[src/rtl/core/bgls_pkg.sv]
// Shared constants, request and outcome codes, and controller-datapath interface types.
package bgls_pkg;

  localparam int MAX_DIM = 4096;
  localparam int ADDR_W  = 12;
  localparam int DIM_W   = 13;
  localparam int OFF_W   = 10;
  localparam int POS_W   = 14;
  localparam int PIX_W   = 8;

  localparam logic [DIM_W-1:0]  DIM_LIMIT = DIM_W'(MAX_DIM);
  localparam logic [ADDR_W-1:0] ADDR_LAST = ADDR_W'(MAX_DIM - 1);
  localparam logic [PIX_W-1:0]  INK_VALUE = 8'd255;

  localparam logic [1:0] REQ_CLEAR = 2'd0;
  localparam logic [1:0] REQ_LOAD  = 2'd1;
  localparam logic [1:0] REQ_QUERY = 2'd2;

  localparam logic [1:0] OUT_KEPT  = 2'd0;
  localparam logic [1:0] OUT_MOVED = 2'd1;
  localparam logic [1:0] OUT_FAIL  = 2'd2;

  localparam logic [1:0] CFG_SHIFT_LIMIT  = 2'd0;
  localparam logic [1:0] CFG_IMAGE_WIDTH  = 2'd1;
  localparam logic [1:0] CFG_IMAGE_HEIGHT = 2'd2;

  localparam logic [OFF_W-1:0] RST_SHIFT_LIMIT = 10'd20;

  typedef struct packed {
    logic clr_start;
    logic clr_step;
    logic load_px;
    logic q_start;
    logic band_load;
    logic idx_step;
    logic search_start;
    logic next_above;
    logic next_off;
    logic set_kept;
    logic set_moved;
    logic set_fail;
    logic out_load;
  } bgls_cmd_t;

  typedef struct packed {
    logic clr_last;
    logic band_empty;
    logic mark_hit;
    logic scan_last;
    logic phase0;
    logic above;
    logic off_last;
    logic max_zero;
    logic out_free;
  } bgls_status_t;

endpackage

[src/rtl/core/bgls_ctrl.sv]
// Controller state machine that sequences clearing, loading and the gap search.
module bgls_ctrl (
  input  logic                     clk,
  input  logic                     rst_n,
  input  logic                     in_valid,
  input  logic [1:0]               in_req_type,
  output logic                     in_stall,
  input  bgls_pkg::bgls_status_t   status,
  output bgls_pkg::bgls_cmd_t      cmd
);

  typedef enum logic [6:0] {
    S_CLEAR  = 7'b0000001,
    S_IDLE   = 7'b0000010,
    S_BAND   = 7'b0000100,
    S_READ   = 7'b0001000,
    S_CHECK  = 7'b0010000,
    S_NEXT   = 7'b0100000,
    S_FINISH = 7'b1000000
  } state_t;

  state_t state_r;
  state_t state_nxt;
  logic   accept;

  assign in_stall = (state_r != S_IDLE);
  assign accept   = in_valid && !in_stall;

  always_comb begin
    state_nxt = state_r;
    cmd       = '0;
    unique case (state_r)
      S_CLEAR: begin
        cmd.clr_step = 1'b1;
        if (status.clr_last) begin
          state_nxt = S_IDLE;
        end
      end
      S_IDLE: begin
        if (accept) begin
          unique case (in_req_type)
            bgls_pkg::REQ_CLEAR: begin
              cmd.clr_start = 1'b1;
              state_nxt     = S_CLEAR;
            end
            bgls_pkg::REQ_LOAD: begin
              cmd.load_px = 1'b1;
            end
            bgls_pkg::REQ_QUERY: begin
              cmd.q_start = 1'b1;
              state_nxt   = S_BAND;
            end
            default: begin
            end
          endcase
        end
      end
      S_BAND: begin
        cmd.band_load = 1'b1;
        if (status.band_empty) begin
          if (status.phase0) begin
            cmd.set_kept = 1'b1;
            state_nxt    = S_FINISH;
          end else begin
            state_nxt = S_NEXT;
          end
        end else begin
          state_nxt = S_READ;
        end
      end
      S_READ: begin
        state_nxt = S_CHECK;
      end
      S_CHECK: begin
        priority if (status.mark_hit) begin
          if (status.phase0) begin
            if (status.max_zero) begin
              cmd.set_fail = 1'b1;
              state_nxt    = S_FINISH;
            end else begin
              cmd.search_start = 1'b1;
              state_nxt        = S_BAND;
            end
          end else begin
            state_nxt = S_NEXT;
          end
        end else if (status.scan_last) begin
          cmd.set_kept  = status.phase0;
          cmd.set_moved = !status.phase0;
          state_nxt     = S_FINISH;
        end else begin
          cmd.idx_step = 1'b1;
          state_nxt    = S_READ;
        end
      end
      S_NEXT: begin
        priority if (!status.above) begin
          cmd.next_above = 1'b1;
          state_nxt      = S_BAND;
        end else if (status.off_last) begin
          cmd.set_fail = 1'b1;
          state_nxt    = S_FINISH;
        end else begin
          cmd.next_off = 1'b1;
          state_nxt    = S_BAND;
        end
      end
      S_FINISH: begin
        if (status.out_free) begin
          cmd.out_load = 1'b1;
          state_nxt    = S_IDLE;
        end
      end
      default: begin
        state_nxt = S_CLEAR;
      end
    endcase
  end

  always_ff @(posedge clk) begin
    if (!rst_n) begin
      state_r <= S_CLEAR;
    end else begin
      state_r <= state_nxt;
    end
  end

endmodule

[config.mk]
export PLATFORM = sky130hd
export DESIGN_NAME = bgls_ctrl
export DESIGN_NICKNAME = d
export VERILOG_FILES = /design/src/rtl/core/bgls_pkg.sv /design/src/rtl/core/bgls_ctrl.sv
export SDC_FILE = /design/constraint.sdc
export NUM_CORES = 1
export LEC_CHECK = 0
export CAP_MARGIN = 20
export CORE_AREA = 10 10 47 49
export CTS_CLUSTER_DIAMETER = 120
export DETAILED_ROUTE_END_ITERATION = 7
export DIE_AREA = 0 0 57 59
export DONT_BUFFER_PORTS = 1
export PLACE_DENSITY = 0.67
export SETUP_SLACK_MARGIN = 0.15
export SLEW_MARGIN = 0
export SYNTH_ARGS = -nofsm -noshare
export SYNTH_HDL_FRONTEND = slang
export SYNTH_SLANG_ARGS = --single-unit
[constraint.sdc]
create_clock -name clk -period 3.8 [get_ports clk]
set_input_delay 0.19 -clock clk [delete_from_list [all_inputs] [get_ports clk]]
set_output_delay 0.19 -clock clk [all_outputs]
set_load 0.01 [all_outputs]
# == After elaboration in Yosys (flattened, before gate mapping) ==
# Cells that the tools add are included.
# classes
n_div,0
mux,46
multipliers,0
add_sub_neg,0
eq_ne,14
n_lt_le_gt_ge,0
n_reduce_logical,5
n_shift,0
n_bitwise,0
# ops
op,n
7-bit two-way mux,11
7-bit one-hot mux with 7 select lines,1
1-bit two-way mux,25
7-bit one-hot mux with 2 select lines,1
2-bit two-way mux,6
"7-bit by 1-bit equality test with 1-bit output, second input constant",1
"7-bit by 2-bit equality test with 1-bit output, second input constant",1
"7-bit by 3-bit equality test with 1-bit output, second input constant",1
"7-bit by 4-bit equality test with 1-bit output, second input constant",1
"7-bit by 5-bit equality test with 1-bit output, second input constant",1
"7-bit by 6-bit equality test with 1-bit output, second input constant",1
"7-bit equality test, second input constant",1
"7-bit by 2-bit != test with 1-bit output, second input constant",1
"2-bit != test, second input constant",3
1-bit one-hot mux with 2 select lines,2
4-bit AND reduction,1
"3-bit by 1-bit != test with 1-bit output, second input constant",1
"2-bit by 1-bit equality test with 1-bit output, second input constant",1
"2-bit equality test, second input constant",1
1-bit logical NOT,2
2-bit logical NOT,1
1-bit logical AND,1
# word_totals
n_memories,0
register_bits,7
latch_bits,0
rom_bits,0
ramBits,0
inputBits,14
output_inout_bits,14
wordCells,66

# == Longest topological paths before layout ==
# Gate-level depths: netlist (run 1).
# logic_depth
depth_word,5
mapped_depth,6
ltp_nobuf,5

# == Least setup slack after synthesis (run 1) ==
# No wires, ideal clock.
# synth_path
path_kind,register -> output
startpoint,register state_r[2]
endpoint,output cmd[10] (netlist name)
stages_incl_launch_ff,6
n_path_buf,1
arrival_time_ns,1.377
slack_ns,2.233
t_required_ns,3.610
path_cell_list,dfxtp_1 -> buf_2 -> nor4_4 -> and3_4 -> inv_2 -> nor4_1
# synth_rtl
element,line,text
"start, declared",bgls_ctrl.sv:22,state_t state_r;
"start signal, assigned",bgls_ctrl.sv:124,state_r <= state_nxt;
"end, declared",bgls_ctrl.sv:9,output bgls_pkg::bgls_cmd_t cmd

==> flow_metrics.env, run 1 <==
export IMPL_ys_types=40
export IMPL_synth_warnings=0
export IMPL_hp_class="input port to register"
export IMPL_multiInputGateArea_um2=500
export IMPL_cp_common_cell="nand2_1"
export IMPL_ctsResizeCount=0
export IMPL_finalSetupViolations=0
export IMPL_total_power_uw=289
export IMPL_die_area_um2=3360
export IMPL_routed_wl_mm=1.70
export IMPL_htree_levels=1
export IMPL_core_um2=1400
export IMPL_avgSynthCellArea_um2=8.00
export IMPL_largest_reg_flops=7
export IMPL_grt_overflow=0
export IMPL_insertion_delay_ps=250
export IMPL_worst_setup_path_start_kind="register"
export IMPL_ff_latch_area_um2=140
export IMPL_diodes=0
export IMPL_report_final_slew_viol_count=0
export IMPL_r2r_slack_ps=2190
export IMPL_critPathKind="register to output port"
export IMPL_pin_count=28
export IMPL_dr_total_vias=624
export IMPL_grt_pass1_wl_mm=2.86
export IMPL_grt_pass1_vias=647
export IMPL_cp_slowest_cell="dfxtp_1"
export IMPL_power_density_nw_per_um2=410
export IMPL_hold_viol=0
export IMPL_crit_chain="nor2_1, nand2_1, nor4b_4, nand2_1, a21boi_1"
export IMPL_fin_nets=101
export IMPL_gp_congestion=0.773
export IMPL_relSlewSlack=0.641
export IMPL_crit_required_ps=3610
export IMPL_ys_ff_latch=7
export IMPL_setup_ws_ps=1720
export IMPL_core_rowCount=14
export IMPL_grt_start_max_net_pins=12
export IMPL_ys_top_cells_by_area="dfxtp_1 (20%), nor4_4 (6.2%), a21oi_1 (5.1%)"
export IMPL_worst_slew_pin_slew_ps=533
export IMPL_synth_async_reset_ratio=0
export IMPL_cts_root_buffer="clkbuf_4"
export IMPL_top_register="state_r"
export IMPL_netlist_instances=86
export IMPL_end_kind="output port"
export IMPL_drt_vias_per_instance=6.12
export IMPL_syn_nets=100
export IMPL_die_y_um=59
export IMPL_critPathMaxStageDelay_ps=410
export IMPL_synthFlopType="dfxtp_1"
export IMPL_area_growth_pct=2.55
export IMPL_drive_gt1_frac=0.174
export IMPL_cts_tree="done"
export IMPL_post_route_drc_count=0
export IMPL_drtPass1Iterations=5
export IMPL_cts_sinks=7
export IMPL_cp_data_arrival_time_ps=1890
export IMPL_layout_min_cycle_time_ps=2080
export IMPL_netlist_top_cells_count="nand2_1 (8), a21oi_1 (7), dfxtp_1 (7), nor2_1 (7), nor2b_1 (5)"
export IMPL_cap_violations=0
export IMPL_synth_area_um2=688
export IMPL_yosys_cell_count_top_type="nand2_1"
export IMPL_finClkSkew_ps=2.99
export IMPL_die_w_um=57
export IMPL_cts_setup_buffers=0
export IMPL_cp_top_family="simple AND/OR/NAND/NOR gates"
export IMPL_reg_top3="state_r (7)"
export IMPL_grtUsageTotal=0.102
export IMPL_critPathMaxFanout=11
export IMPL_antenna_found_initial=0
export IMPL_fmaxAchievable_ghz=0.480
export IMPL_synth_edf_count=0
export IMPL_drt_iter0_markers=19
export IMPL_synth_top_area_share=0.204
export IMPL_p_leak_uw=0.000244
export IMPL_fill_cells=147
export IMPL_post_drt_wl_per_cell_um=16.6
export IMPL_finalSetupTns_ps=0
export IMPL_dp_hpwl_mm=1.42
export IMPL_clk_pin_slew_worst_paths_ps=60
export IMPL_clock_path_buffers=2
export IMPL_yosysTopAreaCell="dfxtp_1"
export IMPL_ant_nets=0
export IMPL_post_route_period_util=0.548
export IMPL_pre_cts_slack_ps=1990
export IMPL_rsz0062_at_grt="no"
export IMPL_status="finished clean"
export IMPL_ctsHoldBuffers=0
export IMPL_worst_hold_slack_ps=58.3
export IMPL_port_buffers=0
export IMPL_ys_seq_area_frac=0.204
export IMPL_numCtsBuffers=3
export IMPL_start_util=0.491
export IMPL_cp_buffers_inverters=0
export IMPL_vdd_drop_max_mv=0.250
==> path summary, 6_finish.rpt <==
kind | end | start | cells after the start
worst max-delay path | cmd[3] | state_r[6] | 5
worst min-delay path | state_r[3] | rst_n | 1
worst max register to register | state_r[6] | state_r[6] | 5
worst min register to register | state_r[4] | state_r[3] | 2
==> kinds of logic (layout without fill, tap and decap cells) <==
group	count (synthesis)	count (layout)	share of synthesized area
AOI/OAI and AO/OA	20	20	0.204
xor gates and xnor gates	1	1	0.0127
buffers and inverters	9	9	0.0691
DFF	7	7	0.204
and+or+nand+nor	49	49	0.511
==> where the power goes <==
group,switching (µW),internal [µW],total (µW)
Sequential,23.3,82.4,106
Combinational,63.1,48.8,112
Clock,31.4,40.3,71.8
==> through the flow <==
step | instance area, µm² | util | std cells
floorplan | 688 | - | 86
global placement | 679 | 0.485 | 98
detailed placement | 679 | 0.485 | 98
CTS | 706 | 0.504 | 102
global route | 706 | 0.504 | 102
finish | 706 | 0.504 | 102
==> layer usage <==
| metal | up-vias | global-route usage | wire length, µm |
|---|---|---|---|
| li1 | 314 | - | - |
| met1 | 280 | 0.113 | 718 |
| met2 | 28 | 0.171 | 809 |
| met3 | 2 | 0.0408 | 142 |
| met4 | 0 | 0.0403 | 27 |
| met5 | - | 0 | 0 |
==> cells in the final DEF (no fill, tap or decap), drive strengths merged, types with 2 or more instances in the layout <==
cell	instances
nand2	8
nor2	8
a21oi	7
dfxtp	7
nor4	6
nor2b	5
inv	5
o21ai	5
nand2b	4
clkbuf	4
nor3b	3
nor4b	3
nor3	2
nand4b	2
nand3	2
and3	2
==> area by class of cell <==
class | instances | area share
well taps | 16 | 0.0284
inverters | 5 | 0.0266
clock buffers | 4 | 0.0372
multi-input cells | 70 | 0.709
flip-flops and latches | 7 | 0.199
(Power assumes the default switching activity.)
==> inputs of run 2 (changes only) <==
--- a/config.mk
+++ b/config.mk
@@ -5,13 +5,13 @@
 export SDC_FILE = /design/constraint.sdc
 export NUM_CORES = 1
 export LEC_CHECK = 0
+export ABC_AREA = 1
 export CAP_MARGIN = 20
 export CORE_AREA = 10 10 47 49
 export CTS_CLUSTER_DIAMETER = 120
 export DETAILED_ROUTE_END_ITERATION = 7
 export DIE_AREA = 0 0 57 59
 export DONT_BUFFER_PORTS = 1
-export PLACE_DENSITY = 0.67
 export SETUP_SLACK_MARGIN = 0.15
 export SLEW_MARGIN = 0
 export SYNTH_ARGS = -nofsm -noshare
==> constraint.sdc (replaced) <==
create_clock -name clk -period 1.8 [get_ports clk]
set_input_delay 0.09 -clock clk [delete_from_list [all_inputs] [get_ports clk]]
set_output_delay 0.09 -clock clk [all_outputs]
set_load 0.01 [all_outputs]
==> run 2 against run 1 <==
- final area is 8.0% lower
- area after synthesis is 15% lower
- via count is 2.9% lower
- final cell count is 22% higher
- clock power is 91% higher
- global-route usage is 0.84 points lower
- utilization is 4.0 points lower
- largest cell class unchanged
- largest power group is now registers
==> flow_metrics.env, run 2 <==
export IMPL_status="finished clean"
export IMPL_hp_class="input port to register"
export IMPL_yosysTopAreaCell="dfxtp_1"
export IMPL_grt_overflow=0
export IMPL_r2r_slack_ps=570
export IMPL_end_kind="output port"
export IMPL_post_drt_wl_per_cell_um=12.1
export IMPL_power_frac_clock=0.290
export IMPL_diodes=0
export IMPL_avgSynthCellArea_um2=5.71
export IMPL_synth_warnings=0
export IMPL_grt_start_max_net_pins=6
export IMPL_start_util=0.420
export IMPL_die_y_um=59
export IMPL_top_register="state_r"
export IMPL_final_common_cell="nand2_1"
export IMPL_worstHoldEndpoint="state_r[1]"
export IMPL_routed_wl_mm=1.50
export IMPL_grtUsageTotal=0.0935
export IMPL_layout_min_cycle_time_ps=1520
export IMPL_fmaxAchievable_ghz=0.659
export IMPL_relSlewSlack=0.695
export IMPL_crit_required_ps=1710
export IMPL_worst_hold_slack_ps=35.7
export IMPL_cts_sinks=7
export IMPL_cts_tree="done"
export IMPL_setup_ws_ps=282
export IMPL_share_comb_of_total_power=0.337
export IMPL_worst_hold_startpoint="rst_n"
export IMPL_drt_vias_per_instance=4.89
export IMPL_dr_total_vias=606
export IMPL_ys_top_cells_by_area="dfxtp_1 (24%), nand2_1 (14%), nor2_1 (12%)"
export IMPL_synth_top_area_share=0.238
export IMPL_switching_share=0.347
export IMPL_die_area_um2=3360
export IMPL_syn_nets=117
export IMPL_grt_pass1_wl_mm=2.61
export IMPL_grt_pass1_vias=649
export IMPL_core_rowCount=14
export IMPL_regToRegStartpoint="state_r[5]"
export IMPL_synth_async_reset_ratio=0
export IMPL_finalSetupViolations=0
export IMPL_p_leak_uw=0.000333
export IMPL_hold_viol=0
export IMPL_antenna_found_initial=0
export IMPL_cts_root_buffer="clkbuf_4"
export IMPL_critPathMaxFanout=5
export IMPL_synthFlopType="dfxtp_1"
export IMPL_pre_cts_slack_ps=490
export IMPL_clock_path_buffers=2
export IMPL_synth_area_um2=588
export IMPL_worst_setup_path_start_kind="register"
export IMPL_rsz0062_at_grt="yes"
export IMPL_vdd_drop_max_mv=0.411
export IMPL_power_density_nw_per_um2=727
export IMPL_critPathKind="register to output port"
export IMPL_synth_edf_count=0
export IMPL_setup_worst_path_start="state_r[5]"
export IMPL_placed_area_um2=608
export IMPL_largest_reg_flops=7
export IMPL_cp_data_arrival_time_ps=1430
export IMPL_report_final_slew_viol_count=0
export IMPL_layout_common_cells="nand2_1 (22), nor2_1 (19), inv_1 (16), nand3_1 (8), dfxtp_1 (7)"
export IMPL_post_route_drc_count=0
export IMPL_die_w_um=57
export IMPL_area_growth_pct=10.4
export IMPL_reg_top3="state_r (7)"
export IMPL_ys_ff_latch=7
export IMPL_worst_slew_pin_slew_ps=453
export IMPL_dp_hpwl_mm=1.31
export IMPL_pin_count=28
export IMPL_finalSetupTns_ps=0
export IMPL_htree_levels=1
export IMPL_numCtsBuffers=3
export IMPL_netlist_top_cells_count="nand2_1 (22), nor2_1 (19), inv_1 (16), nand3_1 (8), dfxtp_1 (7)"
export IMPL_reg2regPathDepth=8
export IMPL_ys_types=22
export IMPL_fin_nets=123
export IMPL_insertion_delay_ps=240
export IMPL_finClkSkew_ps=4.87
export IMPL_cap_violations=0
export IMPL_clk_pin_slew_worst_paths_ps=50
export IMPL_switching_power_uw=164
export IMPL_yosys_cell_count_top_type="nand2_1"
export IMPL_drtPass1Iterations=4
export IMPL_drive_gt1_frac=0.194
export IMPL_pwr_share_seq=0.373
export IMPL_port_buffers=0
export IMPL_intPower_uw=308
export IMPL_netlist_instances=103
export IMPL_post_route_period_util=0.843
export IMPL_ys_seq_area_frac=0.238
export IMPL_core_um2=1400
export IMPL_drt_iter0_markers=4
export IMPL_hold_path_depth=2
export IMPL_gp_congestion=0.778
export IMPL_stdcell_area_um2=649
export IMPL_ant_nets=0
export IMPL_r2r_end="state_r[1]"
==> run 2: cell types whose count changed in the layout (fill, tap and decap cells not counted), moves of 5 or more <==
cell,before,now
a21oi_1,7,1
nand2_2,0,6
nor2b_1,5,0
inv_1,4,16
nor2_1,7,19
nand2_1,8,22
nand3_1,2,8
==> run 2: worst max-delay path, stage by stage, from the launching register on <==
cell and delay, ps:
dfxtp_1 310, inv_1 60, nand2_2 70, nor2_4 150
nand2_2 140, inv_2 80, nand2_1 60, nor3_1 310
==> run 2: how the worst max path moves through the flow <==
stage | endpoint | slack, ps | cells after the start
6_report | cmd[10] | 280 | 7
5_1_grt | cmd[10] | 120 | 7
4_1_cts | cmd[3] | 220 | 5
3_5_place_dp | cmd[3] | 490 | 5
3_3_place_gp | cmd[3] | 510 | 5
2_1_floorplan | cmd[3] | 630 | 5
==> run 2: layer usage <==
| metal | up-vias | GRT usage | routed length (µm) |
|---|---|---|---|
| li1 | 325 | - | - |
| met1 | 261 | 0.0979 | 596 |
| met2 | 18 | 0.163 | 775 |
| met3 | 2 | 0.0300 | 107 |
| met4 | 0 | 0.0503 | 24 |
| met5 | - | 0 | 0 |
==> run 2: metrics by stage <==
step / power [µW] / utilization / std cells
2_1_floorplan: 315 / - / 103
3_3_place_gp: 338 / 0.434 / 119
3_5_place_dp: 337 / 0.434 / 119
4_1_cts: 476 / 0.460 / 124
5_1_grt: 517 / 0.463 / 124
6_report: 472 / 0.463 / 124
==> run 2: cell type report <==
class,count,area [µm²]
clock buffer,4,26.3
fill,165,752
inverter,21,78.8
multi-input combinational,75,374
sequential,7,140
tap,16,20.0
timing repair buffer,1,10.0
==> run 2: cells by family (layout without fill, tap and decap cells) <==
| kind of cell | Yosys count | count (layout) | synth area share |
|---|---|---|---|
| flops | 7 | 7 | 0.238 |
| compound gates | 7 | 7 | 0.0745 |
| simple gates | 68 | 68 | 0.553 |
| buf+inv | 21 | 26 | 0.134 |
==> run 2: what timing repair did <==
item                                   CTS  global route
hold buffers                             1             0
setup buffers                            0             0
setup endpoints to repair                0             4
gates resized for setup                  0             2
endpoints found under the hold margin    3             0
==> run 2: power groups by stage <==
stage	registers (µW)	logic, µW	clock network (µW)
floorplan	179	136	0
global placement	179	159	0
finish	176	159	137
detailed placement	180	157	0
global route	178	189	150
CTS	177	161	138
